===== src/hdl/sha256_pkg.sv =====
// shared types, constants and functions for the sha-256 digest block
// no dependencies
package sha256_pkg;

  typedef struct packed {
    logic [7:0] data_byte;
    logic       byte_present;
    logic       end_of_message;
  } in_item_t;

  typedef struct packed {
    logic [31:0] digest_word;
    logic [2:0]  word_index;
    logic        last_word;
  } out_item_t;

  typedef enum logic [7:0] {
    ST_IDLE   = 8'b0000_0001,
    ST_PAD    = 8'b0000_0010,
    ST_LEN_HI = 8'b0000_0100,
    ST_LEN_LO = 8'b0000_1000,
    ST_LOAD   = 8'b0001_0000,
    ST_ROUND  = 8'b0010_0000,
    ST_FINAL  = 8'b0100_0000,
    ST_OUT    = 8'b1000_0000
  } state_t;

  localparam logic [7:0] PAD_BYTE     = 8'h80;
  localparam logic [5:0] LEN_POSITION = 6'd56;
  localparam logic [3:0] LEN_HI_WORD  = 4'd14;
  localparam logic [3:0] LEN_LO_WORD  = 4'd15;
  localparam logic [5:0] LAST_ROUND   = 6'd63;
  localparam logic [2:0] LAST_INDEX   = 3'd7;

  localparam logic [31:0] ROUND_K [64] = '{
    32'h428a2f98, 32'h71374491, 32'hb5c0fbcf, 32'he9b5dba5,
    32'h3956c25b, 32'h59f111f1, 32'h923f82a4, 32'hab1c5ed5,
    32'hd807aa98, 32'h12835b01, 32'h243185be, 32'h550c7dc3,
    32'h72be5d74, 32'h80deb1fe, 32'h9bdc06a7, 32'hc19bf174,
    32'he49b69c1, 32'hefbe4786, 32'h0fc19dc6, 32'h240ca1cc,
    32'h2de92c6f, 32'h4a7484aa, 32'h5cb0a9dc, 32'h76f988da,
    32'h983e5152, 32'ha831c66d, 32'hb00327c8, 32'hbf597fc7,
    32'hc6e00bf3, 32'hd5a79147, 32'h06ca6351, 32'h14292967,
    32'h27b70a85, 32'h2e1b2138, 32'h4d2c6dfc, 32'h53380d13,
    32'h650a7354, 32'h766a0abb, 32'h81c2c92e, 32'h92722c85,
    32'ha2bfe8a1, 32'ha81a664b, 32'hc24b8b70, 32'hc76c51a3,
    32'hd192e819, 32'hd6990624, 32'hf40e3585, 32'h106aa070,
    32'h19a4c116, 32'h1e376c08, 32'h2748774c, 32'h34b0bcb5,
    32'h391c0cb3, 32'h4ed8aa4a, 32'h5b9cca4f, 32'h682e6ff3,
    32'h748f82ee, 32'h78a5636f, 32'h84c87814, 32'h8cc70208,
    32'h90befffa, 32'ha4506ceb, 32'hbef9a3f7, 32'hc67178f2
  };

  localparam logic [31:0] INITIAL_HASH [8] = '{
    32'h6a09e667, 32'hbb67ae85, 32'h3c6ef372, 32'ha54ff53a,
    32'h510e527f, 32'h9b05688c, 32'h1f83d9ab, 32'h5be0cd19
  };

  function automatic logic [31:0] ror32(input logic [31:0] x, input int unsigned n);
    ror32 = (x >> n) | (x << (32 - n));
  endfunction

  function automatic logic [31:0] small_sigma0(input logic [31:0] x);
    small_sigma0 = ror32(x, 7) ^ ror32(x, 18) ^ (x >> 3);
  endfunction

  function automatic logic [31:0] small_sigma1(input logic [31:0] x);
    small_sigma1 = ror32(x, 17) ^ ror32(x, 19) ^ (x >> 10);
  endfunction

  function automatic logic [31:0] big_sigma0(input logic [31:0] x);
    big_sigma0 = ror32(x, 2) ^ ror32(x, 13) ^ ror32(x, 22);
  endfunction

  function automatic logic [31:0] big_sigma1(input logic [31:0] x);
    big_sigma1 = ror32(x, 6) ^ ror32(x, 11) ^ ror32(x, 25);
  endfunction

endpackage


===== src/hdl/sha256_message_digest_top.sv =====
// sha-256 digest of a byte stream, block buffer in a one-port-read memory
// depends on sha256_pkg
//
// input bytes are taken only while idle; a filled block then goes through a read
// prefetch, 64 rounds at one round a cycle, and a hash update
// end of message: the pad bytes, the two length words, one or two block
// compressions, then eight result transfers, one per cycle while not stalled
// reset is synchronous: hash to initial values, length and byte slot to zero,
// block memory left as is (every word is written before a compression reads it)
module sha256_message_digest_top (
  input  logic                  clk,
  input  logic                  rst_n,
  input  logic                  in_valid,
  output logic                  in_stall,
  input  sha256_pkg::in_item_t  in_data,
  output logic                  out_valid,
  input  logic                  out_stall,
  output sha256_pkg::out_item_t out_data
);
  import sha256_pkg::*;

  state_t      state_r, state_nxt;

  // block buffer: sixteen words, read data registered
  logic [31:0] blk_mem [16];
  logic [31:0] rd_data_r;
  logic [3:0]  rd_addr;
  logic        wr_en;
  logic [3:0]  wr_addr;
  logic [31:0] wr_data;

  // byte packing
  logic [31:0] acc_r, acc_nxt;
  logic [5:0]  pos_r, pos_nxt;
  logic [63:0] bits_r, bits_nxt;
  logic        pb_en;
  logic [7:0]  pb_byte;
  logic [5:0]  pos_inc;

  // end-of-message control
  logic        pad_r, pad_nxt;     // padding in progress
  logic        mark_r, mark_nxt;   // 0x80 byte already placed
  logic        fin_r, fin_nxt;     // length block under compression

  // compression
  logic [5:0]  rnd_r, rnd_nxt;
  logic [31:0] hash_r [8];
  logic [31:0] hash_nxt [8];
  logic [31:0] v_r [8];
  logic [31:0] v_nxt [8];
  logic [31:0] w_r [16];
  logic [31:0] w_nxt [16];
  logic [31:0] sched_new, w_t, t1, t2, ch, maj;

  logic [2:0]  idx_r, idx_nxt;
  logic        in_xfer, out_xfer;

  assign in_stall  = (state_r != ST_IDLE);
  assign in_xfer   = in_valid && !in_stall;
  assign out_valid = (state_r == ST_OUT);
  assign out_xfer  = out_valid && !out_stall;

  assign out_data.digest_word = hash_r[idx_r];
  assign out_data.word_index  = idx_r;
  assign out_data.last_word   = (idx_r == LAST_INDEX);

  // round datapath
  assign sched_new = small_sigma1(w_r[14]) + w_r[9] + small_sigma0(w_r[1]) + w_r[0];
  assign w_t = rnd_r[5:4] == 2'b00 ? rd_data_r : sched_new;
  assign ch  = (v_r[4] & v_r[5]) ^ (~v_r[4] & v_r[6]);
  assign maj = (v_r[0] & v_r[1]) ^ (v_r[0] & v_r[2]) ^ (v_r[1] & v_r[2]);
  assign t1  = v_r[7] + big_sigma1(v_r[4]) + ch + ROUND_K[rnd_r] + w_t;
  assign t2  = big_sigma0(v_r[0]) + maj;

  // memory read address: prefetch word 0, then one ahead of the round
  assign rd_addr = (state_r == ST_ROUND) ? rnd_r[3:0] + 4'd1 : 4'd0;
  assign pos_inc = pos_r + 6'd1;

  always_comb begin
    state_nxt = state_r;
    acc_nxt   = acc_r;
    pos_nxt   = pos_r;
    bits_nxt  = bits_r;
    pad_nxt   = pad_r;
    mark_nxt  = mark_r;
    fin_nxt   = fin_r;
    rnd_nxt   = rnd_r;
    idx_nxt   = idx_r;
    hash_nxt  = hash_r;
    v_nxt     = v_r;
    w_nxt     = w_r;
    pb_en     = 1'b0;
    pb_byte   = 8'h00;
    wr_en     = 1'b0;
    wr_addr   = pos_r[5:2];
    wr_data   = 32'h0;

    case (state_r)
      ST_IDLE: begin
        if (in_xfer) begin
          pb_en    = in_data.byte_present;
          pb_byte  = in_data.data_byte;
          pad_nxt  = in_data.end_of_message;
          mark_nxt = 1'b0;
          if (in_data.byte_present) begin
            bits_nxt = bits_r + 64'd8;
          end
          if (in_data.byte_present && pos_inc == 6'd0) begin
            state_nxt = ST_LOAD;
          end else if (in_data.end_of_message) begin
            state_nxt = ST_PAD;
          end
        end
      end
      ST_PAD: begin
        pb_en    = 1'b1;
        pb_byte  = mark_r ? 8'h00 : PAD_BYTE;
        mark_nxt = 1'b1;
        if (pos_inc == 6'd0) begin
          state_nxt = ST_LOAD;
        end else if (pos_inc == LEN_POSITION) begin
          state_nxt = ST_LEN_HI;
        end
      end
      ST_LEN_HI: begin
        wr_en     = 1'b1;
        wr_addr   = LEN_HI_WORD;
        wr_data   = bits_r[63:32];
        state_nxt = ST_LEN_LO;
      end
      ST_LEN_LO: begin
        wr_en     = 1'b1;
        wr_addr   = LEN_LO_WORD;
        wr_data   = bits_r[31:0];
        pos_nxt   = 6'd0;
        fin_nxt   = 1'b1;
        state_nxt = ST_LOAD;
      end
      ST_LOAD: begin
        v_nxt     = hash_r;
        rnd_nxt   = 6'd0;
        state_nxt = ST_ROUND;
      end
      ST_ROUND: begin
        for (int i = 0; i < 15; i++) begin
          w_nxt[i] = w_r[i+1];
        end
        w_nxt[15] = w_t;
        v_nxt[7] = v_r[6];
        v_nxt[6] = v_r[5];
        v_nxt[5] = v_r[4];
        v_nxt[4] = v_r[3] + t1;
        v_nxt[3] = v_r[2];
        v_nxt[2] = v_r[1];
        v_nxt[1] = v_r[0];
        v_nxt[0] = t1 + t2;
        rnd_nxt  = rnd_r + 6'd1;
        if (rnd_r == LAST_ROUND) begin
          state_nxt = ST_FINAL;
        end
      end
      ST_FINAL: begin
        for (int i = 0; i < 8; i++) begin
          hash_nxt[i] = hash_r[i] + v_r[i];
        end
        if (fin_r) begin
          idx_nxt   = 3'd0;
          state_nxt = ST_OUT;
        end else if (pad_r) begin
          state_nxt = ST_PAD;
        end else begin
          state_nxt = ST_IDLE;
        end
      end
      ST_OUT: begin
        if (out_xfer) begin
          idx_nxt = idx_r + 3'd1;
          if (idx_r == LAST_INDEX) begin
            hash_nxt  = INITIAL_HASH;
            bits_nxt  = 64'd0;
            pos_nxt   = 6'd0;
            pad_nxt   = 1'b0;
            fin_nxt   = 1'b0;
            state_nxt = ST_IDLE;
          end
        end
      end
      default: begin
        state_nxt = ST_IDLE;
      end
    endcase

    // byte placement, big-endian within the word; full words go to memory
    if (pb_en) begin
      acc_nxt[8*(3 - pos_r[1:0]) +: 8] = pb_byte;
      pos_nxt = pos_inc;
      if (pos_r[1:0] == 2'b11) begin
        wr_en   = 1'b1;
        wr_addr = pos_r[5:2];
        wr_data = acc_nxt;
      end
    end
  end

  always_ff @(posedge clk) begin
    if (wr_en) begin
      blk_mem[wr_addr] <= wr_data;
    end
    rd_data_r <= blk_mem[rd_addr];
  end

  always_ff @(posedge clk) begin
    if (!rst_n) begin
      state_r <= ST_IDLE;
      pos_r   <= 6'd0;
      bits_r  <= 64'd0;
      pad_r   <= 1'b0;
      mark_r  <= 1'b0;
      fin_r   <= 1'b0;
      rnd_r   <= 6'd0;
      idx_r   <= 3'd0;
      hash_r  <= INITIAL_HASH;
    end else begin
      state_r <= state_nxt;
      pos_r   <= pos_nxt;
      bits_r  <= bits_nxt;
      pad_r   <= pad_nxt;
      mark_r  <= mark_nxt;
      fin_r   <= fin_nxt;
      rnd_r   <= rnd_nxt;
      idx_r   <= idx_nxt;
      hash_r  <= hash_nxt;
    end
  end

  // datapath registers, no reset
  always_ff @(posedge clk) begin
    acc_r <= acc_nxt;
    v_r   <= v_nxt;
    w_r   <= w_nxt;
  end

endmodule


===== config.mk =====
export PLATFORM = sky130hd
export DESIGN_NAME = sha256_message_digest_top
export DESIGN_NICKNAME = d
export VERILOG_FILES = /design/src/hdl/sha256_pkg.sv /design/src/hdl/sha256_message_digest_top.sv
export SDC_FILE = /design/constraint.sdc
export NUM_CORES = 2
export LEC_CHECK = 0
export BUFFER_PORTS_ARGS = -buffer_cell sky130_fd_sc_hd__buf_2
export CAP_MARGIN = 0
export CORE_MARGIN = 2
export CORE_UTILIZATION = 45
export DETAILED_ROUTE_END_ITERATION = 10
export GPL_ROUTABILITY_DRIVEN = 0
export HOLD_SLACK_MARGIN = 0.05
export PLACE_DENSITY_LB_ADDON = 0.12
export REMOVE_ABC_BUFFERS = 1
export SLEW_MARGIN = 20
export SYNTH_ARGS = -nofsm -noshare
export SYNTH_HDL_FRONTEND = slang
export SYNTH_SLANG_ARGS = --single-unit

===== constraint.sdc =====
create_clock -name clk -period 40 [get_ports clk]
set_input_delay 2 -clock clk [delete_from_list [all_inputs] [get_ports clk]]
set_output_delay 2 -clock clk [all_outputs]
set_load 0.02 [all_outputs]

==> out/qor.yml <==
cells_and_area:
  final_util_pct: 49.8
  layout_common_cells: "nand2_1, edfxtp_1, a21oi_1"
  syn2layout_area_growth_pct: 9.78
  nFillCells: 18300
  multi_input_area_um2: 41800
  drive_above_1_share_pct: 7.87
  mostFrequentLayoutCell: "nand2_1"
  seq_area_um2: 46900
  nets: 9127
setup_path:
  critPathMaxFanout: 5
  arrival_ns: 12.29
  reg2reg_depth: 44
  crit_type: "register to register"
  start_kind: "register"
  reg2reg_from: "w_r[52]"
  worst_ep_required_time_ns: 40.56
  end_kind: "register"
  critPathMaxStageDelay_ns: 0.67
  rrSetupSlack_ns: 28.28
  r2r_end: "v_r[255]"
  cp_slowest_cell: "a2111oi_0"
synthesis:
  synth_top_flop_cell: "edfxtp_1"
  syn_area_um2: 92000
  ys_seq_elements: 1687
  syn_avg_cell_area_um2: 10.7
  ys_seq_area_share_pct: 51.0
  yosys_warnings: 0
  synth_cells: 8587
  yosysTopAreaCellShare_pct: 42.8
  synth_edf_count: 1312
  synth_top_area_cell: "edfxtp_1"
  synth_area_leaders: "edfxtp_1, dfxtp_1, ha_1"
  async_flop_share_pct: 0
  synth.distinct_cells: 112
global_route:
  grt_pass1_vias: 63400
  grt_pass1_wl_um: 429000
  grt_overflow: 0
  antenna_found_initial: 12
  grt_max_degree: 142
  grt_usage_pct: 27.5
clock_network:
  cts_buffer_depth: 3
  postCtsSetupBuffers: 0
  cts_max_level: 4
  post_cts_resized: 0
  cts_tree: "done"
  ctsHoldBuffers: 0
  clk_pin_slew_ns: 0.06
  cts_sinks: 1687
  clkLatencyLatePin_ns: 0.87
  clockRootBuffer: "clkbuf_16"
  cts_inserted_buffers: 184
timing:
  tightest_slew_ns: 1.15
  final_hold_viol_count: 0
  max_slew_margin_pct: 23.5
  fin_crit_sh_pct: 29.3
  worst_slack_ns: 28.28
  fin_skew_ns: 0.0648
  min_period_ns: 11.72
  whs_ns: 0.394
  report.final.slew_viol_count: 0
  fmax_mhz: 85.3
  setup_violations: 0
  rsz0062_at_grt: "false"
  setup_tns_ns: 0
drt:
  viasPerCell: 5.94
  routedWlPerCell_um: 25.9
  postRouteAntennaNets: 0
  totalWireLength_um: 293000
  vias: 67300
  initialDrtViolationCount: 8314
  firstDrtPassIters: 9
  drc: 0
placement:
  place_hpwl_um: 199000
  place_ws_ns: 28.42
  io_buffers: 51
worst_hold_path:
  hold_path_depth: 0
  holdPathEnd: "w_r[98]"
  min_from: "w_r[66]"
  hold_class: "register to register"
floorplanning:
  die_area_um2: 208000
  initial_core_util_pct: 45.4
  die-width_um: 456
  ios: 52
  die_height_um: 456
  fp-row-count: 165
  core_um2: 203000
flow_run:
  maxCapViolations: 0
run_status:
  status: "completed"
pwr:
  power_density_nw_per_um2: 57.9
  peakVddDrop_mv: 0.0731
  power_mw: 5.85
  power.leakage_nw: 38.0
metal layers:
metal / GRT usage (%) / part of all wire [%]
met4: 6.82 / 2.5
met1: 41.3 / 46
met3: 6.35 / 9.6
met2: 39.7 / 42
met5: 0 / 0.0044
power breakdown:
group | leakage, nW | switching, mW | internal [mW]
Sequential | 15.1 | 0.0499 | 1.96
Clock | 2.86 | 0.740 | 0.948
Combinational | 20.1 | 1.32 | 0.836
Total | 38.0 | 2.11 | 3.75
final cells by class:
cell class	instances	share of cell area, %
clock buffers	260	4.98
diodes	3	0.00743
clock inverters	78	0.909
multi-input cells	5978	41.4
repair buffers	158	1.09
inverters	492	1.85
flip-flops and latches	1687	46.5
well taps	2672	3.31
critical path, delay by kind of cell (launching register included):
kind	cells	cell delay [ns]
mux	1	0.26
buf+inv	7	0.47
flops	1	0.48
simple gates	4	0.50
fa+ha+maj	10	3.99
compound gates	17	4.69
xor+xnor	5	1.08
stage by stage:
stage | cell area, um2 | instances
3_3_place_gp | 95000 | 11000
2_1_floorplan | 90300 | 8157
6_report | 101000 | 11300
3_5_place_dp | 95000 | 11000
4_1_cts | 101000 | 11300
5_1_grt | 101000 | 11300
kinds of logic (layout without fill, tap and decap cells):
family	Yosys count	count (layout)	synth area share (%)
other	0	3	0
AOI/OAI and AO/OA	2032	2032	14.1
muxes	197	197	3.22
xor gates and xnor gates	606	606	5.82
buffers and inverters	922	988	3.82
adders and majority gates	617	617	9.98
DFF	1687	1687	51.0
and+or+nand+nor	2526	2526	12.1
worst max-delay path by stage:
stage / cells after the start / to / start / slack (ns)
floorplan: 6 / rd_data_r[0] / state_r[5] / 4.60
global placement: 44 / v_r[255] / w_r[52] / 28.53
detailed placement: 44 / v_r[255] / w_r[52] / 28.42
CTS: 44 / v_r[255] / w_r[52] / 28.31
global route: 44 / v_r[255] / w_r[52] / 27.52
finish: 44 / v_r[255] / w_r[52] / 28.28
Yosys cell counts, types with 48 or more instances:
cell type  instances
a211oi_1         170
a21o_1           180
a21oi_1          538
a22oi_1           49
a311oi_1          52
a31oi_1           94
and2_1           109
and3_1            67
buf_1             62
clkbuf_1         358
dfxtp_1          375
edfxtp_1        1312
fa_1             197
ha_1             415
inv_1            488
mux2_2            98
mux4_2            68
nand2_1         1342
nand2b_1          66
nand3_1          129
nor2_1           483
nor2b_1           48
nor3_1           110
o21a_1            81
o21ai_0          425
o21bai_1          48
o22ai_1           54
xnor2_1          354
xor2_1           247
state kept, by name, summed over array words and instances (netlist names):
name	count
acc_r	32
bits_r	61
blk_mem	512
fin_r	1
hash_r	256
idx_r	3
mark_r	1
pad_r	1
pos_r	6
rd_data_r	32
rnd_r	6
state_r	8
v_r	256
w_r	512
(Power assumes the default switching activity.)
